File: src/rtl/core/pqdw_ram.sv
// pqdw_ram: generic single write, single registered read memory
// no dependencies
`timescale 1ns / 1ps
`default_nettype none
module pqdw_ram #(
   parameter int WIDTH = 8,
   parameter int DEPTH = 16
) (
   input  wire logic                     clock,
   input  wire logic                     we,
   input  wire logic [$clog2(DEPTH)-1:0] waddr,
   input  wire logic [WIDTH-1:0]         wdata,
   input  wire logic [$clog2(DEPTH)-1:0] raddr,
   output logic      [WIDTH-1:0]         rdata
);
   logic [WIDTH-1:0] mem_ff [DEPTH];

   always_ff @(posedge clock) begin
      if (we) begin
         mem_ff[waddr] <= wdata;
      end
      rdata <= mem_ff[raddr];
   end
endmodule
`default_nettype wire

File: config.mk
export PLATFORM = sky130hd
export DESIGN_NAME = pqdw_ram
export DESIGN_NICKNAME = d
export VERILOG_FILES = /design/src/rtl/core/pqdw_ram.sv
export SDC_FILE = /design/constraint.sdc
export NUM_CORES = 1
export LEC_CHECK = 0
export BUFFER_PORTS_ARGS = -buffer_cell sky130_fd_sc_hd__buf_2
export CAP_MARGIN = 20
export CORE_MARGIN = 2
export CORE_UTILIZATION = 60
export DETAILED_ROUTE_END_ITERATION = 8
export PLACE_DENSITY = 0.78
export RECOVER_POWER = 25
export SETUP_SLACK_MARGIN = 0.02
export SLEW_MARGIN = 20
export SYNTH_ARGS = -nofsm -noshare
export SYNTH_HDL_FRONTEND = slang
export SYNTH_SLANG_ARGS = --single-unit
File: constraint.sdc
create_clock -name clock -period 2.4 [get_ports clock]
set_input_delay 0.36 -clock clock [delete_from_list [all_inputs] [get_ports clock]]
set_output_delay 0.36 -clock clock [all_outputs]
set_load 0.01 [all_outputs]
==> results.md, run 1 <==
* Gr usage total at a little under a quarter
* Final setup viols at 0
* Htree depth at 4
* Slew HR at between 50% and 60%
* Worst R2R Setup Slack at 0.97 ns
* Via Count at approximately 2500
* TNS Setup at 0 ns
* Chip height at between 90 and 100 µm
* Tmin final at between 1 and 1.5 ns
* Layout cells sized above 1 at 29.3%
* Non-filler instance count after layout at about 400
* # IOs at 26
* Avg Cell Area, Syn at between 20 and 25 µm²
* Max Clock Skew at around 0.0064 ns
* Area Overhead vs Synth at 17.5%
* Starting density of the core at between 60% and 70%
* WHS Endpoint: mem_ff[4][0]
* #FFs+latches synth at 136
* Drt first pass iters at 5
* GPL Wtd Cong at 0.811
* Hold WC Path Type: in -> reg
* Critical-path cell list: mux4_1 > a22oi_1 > nand2_1
* DR WL/cell at 24.8 µm
* Lkg Pwr at roughly 0.002 µW
* Synth top area share at 74.7%
* CTS Buffer Depth at 2
* WS Path Type: reg -> reg
* Hold Buf Count CTS at 0
* Worst R2R Path Depth at 3
* Gate power share at 4.6%
* Antenna violations before repair at 0
* TritonCTS clock tree: yes
* Ant. Diodes at 0
* CTS clk-pin slew, worst paths at around 0.060 ns
* Core ar. at 0.00826 mm²
* Antenna Nets Post-Route at 0
* First-pass GRT wire length at 15.4 mm
* Worst Path Required at approximately 2.8 ns
* Worst Setup End Kind: flip-flop
* Critical Path Fanout Max at 1
* Pin count of the biggest net entering global routing at 33
* Nets at between 300 and 400
* Tcrit/Tclk final at 59.4%
* Yosys warns at 0
* Aggregate routed wire length at 9.97 mm
* Final core occ at between 70% and 80%
* FF-to-FF Start: mem_ff[7][0]
* Switch share at a little over a fifth
* PostCTS Resize Cnt at 0
* Syn_nets at roughly 250
* Syn Inst Count at about 230
* Inst Count DP at 370
* Worst vdd ir at between 0.0005 and 0.0006 V
* Routed wl met2 at roughly 5.0 mm
* Met1 Wirelength at slightly above 4 mm
* Worst-Skew Late Latency at around 0.51 ns
* Hold Violations, Final at 0
* Sequential Power Share at 50.0%
* Worst slew pin tran at 0.733 ns
* Worst path slowest cell: mux4_1
* Die area at just over 0.009 mm²
* Remaining Overflow, GRT at 0
* PortBufs at 25
* Commonest cells after routing, fill and taps aside: 128 x edfxtp_1, 20 x buf_4, 18 x mux4_2
* RSZ-0062 raised after global routing: false
* Seq/Total Area, Yosys at 77.8%
* Fin. max-slew vios at 0
* Type of origin of the critical path: flip-flop
* Netlist cell types at 19
* Switching pwr at around 1100 µW
* Filler cells at around 470
* Clock Power Share at between 40% and 50%
* Pint at around 4200 µW
* Hpwl dp at around 6.2 mm
* Top sig layer: met4
* Starting DRT DRC Count at ~310
* Yosys top cell by area: edfxtp_1
* Number of buffers created by CTS at 17
* WP data arrival at 1.81 ns
* WL met3 at roughly 760 µm
* Mapped cell area at 0.00515 mm²
* Top post-synthesis cells by area: edfxtp_1 75%, mux4_2 7.9%, mux4_1 7.1%
* CP max stage delay at approximately 0.53 ns
* Root Driver: clkbuf_8
* TritonCTS sink count at around 140
* Row count at 33
* DRC Markers at 0
* Worst Min Path Start: waddr[0]
* Leading cell type in the layout, fill and taps excluded: edfxtp_1
* Post-CTS Setup Repair Bufs at 0
* Max_cap viols at 0
* Vias in the first global route at roughly 2600
* Reg-to-reg endpoint: rdata[0]
* F_max at 0.701 GHz
* Hold depth at 2
* Status: finished, final reports clean
* Pwr dens at slightly below 900 mW/mm²
* Die W at slightly below 100 µm
* Vias/cell at approximately 6.3
[power by group through the flow]
stage | combinational (µW) | sequential [µW] | clock [µW]
5_1_grt | 267 | 2680 | 2570
6_report | 246 | 2680 | 2430
2_1_floorplan | 135 | 2720 | 0
3_3_place_gp | 239 | 2720 | 0
4_1_cts | 251 | 2680 | 2460
3_5_place_dp | 246 | 2720 | 0
[cells in the mapped netlist]
cell type,number
or3b_2,1
nand3b_1,2
and2b_1,1
mux4_2,18
buf_4,1
buf_6,3
and2_1,1
nor3_1,4
edfxtp_1,128
nand2b_1,2
nand3_1,1
nand2_1,9
nor2_1,13
buf_2,3
dfxtp_1,8
a22oi_1,16
clkdlybuf4s25_2,3
mux4_1,14
nor2b_1,1
[state kept, by name, summed over array words and instances, names as in the netlist]
name	count
rdata	8
mem_ff	128
[critical path: cells and delay by family (launching register included)]
kind               cells  cell delay (ns)
and+or+nand+nor        1             0.13
DFF                    1             0.39
muxes                  1             0.53
AOI/OAI and AO/OA      1             0.25
[logic make-up after synthesis]
family | after synthesis | synth area share (%)
buffers and inverters | 10 | 1.68
and+or+nand+nor | 35 | 3.18
AOI/OAI and AO/OA | 16 | 2.33
muxes | 32 | 15.0
DFF | 136 | 77.8
[worst max-delay path by stage]
stage               slack (ns)          from  depth (start not counted)           end
finish                    0.97  mem_ff[7][0]                          3      rdata[0]
global route              0.95  mem_ff[4][0]                          3      rdata[0]
CTS                       0.97      rdata[6]                          1      rdata[6]
detailed placement        0.54      raddr[0]                          5      rdata[2]
global placement          0.58      raddr[0]                          5      rdata[0]
floorplan                 0.55      waddr[2]                          2  mem_ff[0][0]
[final cells by class]
cell class                 count  area, µm²  share of cell area (%)
sequential                   136       4000                    66.2
multi-input combinational     83       1060                    17.5
timing repair buffer          46        285                    4.72
clock buffer                  18        418                    6.91
tap                          105        131                    2.17
clock inverter                14        153                    2.52
[per-stage QoR]
stage          power [µW]  hold WS, ns  setup WS [ns]  cell area (µm²)
2_1_floorplan        2860        0.459          0.547             5150
3_3_place_gp         2960        0.647          0.576             5490
3_5_place_dp         2970        0.669          0.541             5490
4_1_cts              5380        0.213          0.974             6060
5_1_grt              5520        0.314          0.950             6050
6_report             5350        0.325          0.974             6050
[routing by layer]
layer | GRT usage, % | vias up
met1 | 32.3 | 1305
met2 | 36.2 | 125
li1 | - | 1084
met3 | 6.72 | 15
met5 | 0 | -
met4 | 8.34 | 0
Power figures use the tool's default switching activity.
==> run 2: changes to the inputs <==
==> constraint.sdc (replaced) <==
create_clock -name clock -period 1.4 [get_ports clock]
set_input_delay 0.21 -clock clock [delete_from_list [all_inputs] [get_ports clock]]
set_output_delay 0.21 -clock clock [all_outputs]
set_load 0.01 [all_outputs]
==> run 2 against run 1 <==
Effect of this change: routed wire length is 2.2% lower; combinational power is 82% higher; die area unchanged; global-route usage down 0.50 points; cell area grew 2.2%; sequential power grew 71%; largest cell class unchanged.
==> results.md, run 2 (synthesis gave the netlist of run 1 again) <==
* Type of origin of the critical path: flip-flop
* Max Clock Skew at 0.00558 ns (-0.000794 ns)
* Vias in the first global route at 2647 (+0.53%)
* CP max stage delay at 0.52 ns (about the same)
* Hpwl dp at 6.19 mm (about the same)
* Area Overhead vs Synth at 20.1%
* DRC Markers at 0 (unchanged)
* CTS Buffer Depth at 2 (unchanged)
* Footprint of the multi-input gates at 0.00109 mm² (+3.0%)
* Leading cell type in the layout, fill and taps excluded: edfxtp_1
* Family with the most delay on the worst path: multiplexers
* Starting density of the core at 62.3% (unchanged)
* Number of buffers created by CTS at 17 (unchanged)
* Tmin final at 1.33 ns (-0.0964 ns)
* Hold Violations, Final at 0 (unchanged)
* TNS Setup at 0 ns (unchanged)
* Status: finished, final reports clean
* TritonCTS clock tree: yes
* Hold WC Path Type: in -> reg
* Die area at 0.00934 mm² (unchanged)
* Pwr dens at 1520 mW/mm² (+72%)
* Nets at 310 (+2.6%)
* Reg with most FFs: mem_ff
* DR WL/cell at 23.8 µm (-4.1%)
* GPL Wtd Cong at 0.848 (+4.6%)
* Vias/cell at 6.13 (-2.6%)
* Pin count of the biggest net entering global routing at 24 (-27%)
* Antenna violations before repair at 0 (unchanged)
* TritonCTS sink count at 136 (unchanged)
* Max_cap viols at 0 (unchanged)
* Aggregate routed wire length at 9.75 mm (-2.2%)
* First-pass GRT wire length at 15.2 mm (-1.2%)
* Final core occ at 74.8% (+1.6 points)
* F_max at 0.752 GHz (+7.3%)
* CP Launch Point: mem_ff[2][0]
* Biggest regs: mem_ff: 128 flops, rdata: 8 flops
* Worst Setup End Kind: flip-flop
* Chip height at 96.6 µm (unchanged)
* CTS clk-pin slew, worst paths at 0.06 ns (about the same)
* Htree depth at 4 (unchanged)
* PortBufs at 25 (unchanged)
* Fin. max-slew vios at 0 (unchanged)
* Remaining Overflow, GRT at 0 (unchanged)
* Gr usage total at 22.8% (-0.50 points)
* Worst Path Required at 1.80 ns (-0.98 ns)
* Row count at 33 (unchanged)
* Worst Min Path Start: wdata[5]
* Critical Path Fanout Max at 1 (unchanged)
* Reg area at 0.00400 mm² (unchanged)
* FF-to-FF Start: mem_ff[2][0]
* Ant. Diodes at 0 (unchanged)
* Worst vdd ir at 0.00111 V (+110%)
* Tcrit/Tclk final at 95.0% (+36 points)
* Max FFs per register at 128 (unchanged)
* Slew HR at 42.1% (-9.0 points)
* Worst-Skew Late Latency at 0.52 ns (about the same)
* Lkg Pwr at 0.00212 µW (+3.7%)
* Worst slew pin tran at 0.867 ns (+0.134 ns)
* Hold_ws at 0.0846 ns (-0.241 ns)
* Commonest cells after routing, fill and taps aside: 128 x edfxtp_1, 27 x buf_4, 19 x mux4_2, 19 x buf_2, 16 x clkbuf_16
* Antenna Nets Post-Route at 0 (unchanged)
* Root Driver: clkbuf_8
* Layout cells sized above 1 at 34.1% (+4.8 points)
* Die W at 96.6 µm (unchanged)
* Via Count at 2513 (-0.63%)
* Drt first pass iters at 7 (+2)
* Filler cells at 476 (+1.1%)
* Starting DRT DRC Count at 207 (-34%)
* Critical-path cell list: mux4_1 > a22oi_1 > nand2_1
* Core ar. at 0.00826 mm² (unchanged)
* Worst path slowest cell: mux4_1
* Final setup viols at 0 (unchanged)
* WS Path Type: reg -> reg
* WP data arrival at 1.73 ns (-0.08 ns)
* Hold Buf Count CTS at 0 (unchanged)
* # IOs at 26 (unchanged)
* RSZ-0062 raised after global routing: true
* Worst path bufs/invs at 0 (unchanged)
[run 2: changes by cell type in the layout (fill, tap and decap cells not counted), sizes merged]
| cell | previous run | this run |
|---|---|---|
| buf | 38 | 48 |
| clkinvlp | 6 | 3 |
| bufinv | 2 | 3 |
| clkbuf | 26 | 27 |
| clkinv | 5 | 4 |
[run 2: cell type report]
type | instances | area share (%)
multi-input cells | 83 | 17.6
clock buffers | 21 | 7.27
repair buffers | 54 | 5.83
well taps | 105 | 2.13
clock inverters | 11 | 2.39
flip-flops and latches | 136 | 64.8
[run 2: where the power goes]
group          internal, µW  switching (µW)  total, µW  leakage [µW]
Sequential             4550            27.5       4580       0.00122
Clock                  2810            1580       4380      0.000282
Combinational           197             251        448      0.000615
Total                  7560            1860       9410       0.00212
[run 2: metrics by stage]
step | worst slack, ns | std cells | power (µW) | instance area (µm²)
2_1_floorplan | -0.0761 | 229 | 4900 | 5160
3_3_place_gp | -0.199 | 378 | 5090 | 5580
3_5_place_dp | -0.212 | 378 | 5110 | 5580
4_1_cts | 0.0231 | 410 | 9460 | 6170
5_1_grt | 0.0127 | 410 | 9680 | 6180
6_report | 0.0706 | 410 | 9410 | 6180
[run 2: repair_timing]
action / 4_1_cts / 5_1_grt
setup buffers: 0 / 0
resized for setup: 0 / 5
endpoints found under the setup margin: 0 / 6
[run 2: routing by layer]
layer / GRT usage [%] / share of wire [%]
met1: 30.1 / 39
met2: 36.6 / 52
met3: 6.58 / 7.3
met4: 8.88 / 1.5
met5: 0 / 0
[run 2: worst paths after layout]
kind / to / slack (ns) / cells past startpoint
worst max-delay path: rdata[0] / 0.07 / 3
worst min register to register: rdata[2] / 0.68 / 3
worst max register to register: rdata[0] / 0.07 / 3
worst min-delay path: mem_ff[9][5] / 0.08 / 1
[run 2: worst reg2reg max path, stage by stage (launching register included)]
cell	delay, ns
edfxtp_1	0.38
mux4_1	0.52
a22oi_1	0.23
nand2_1	0.09
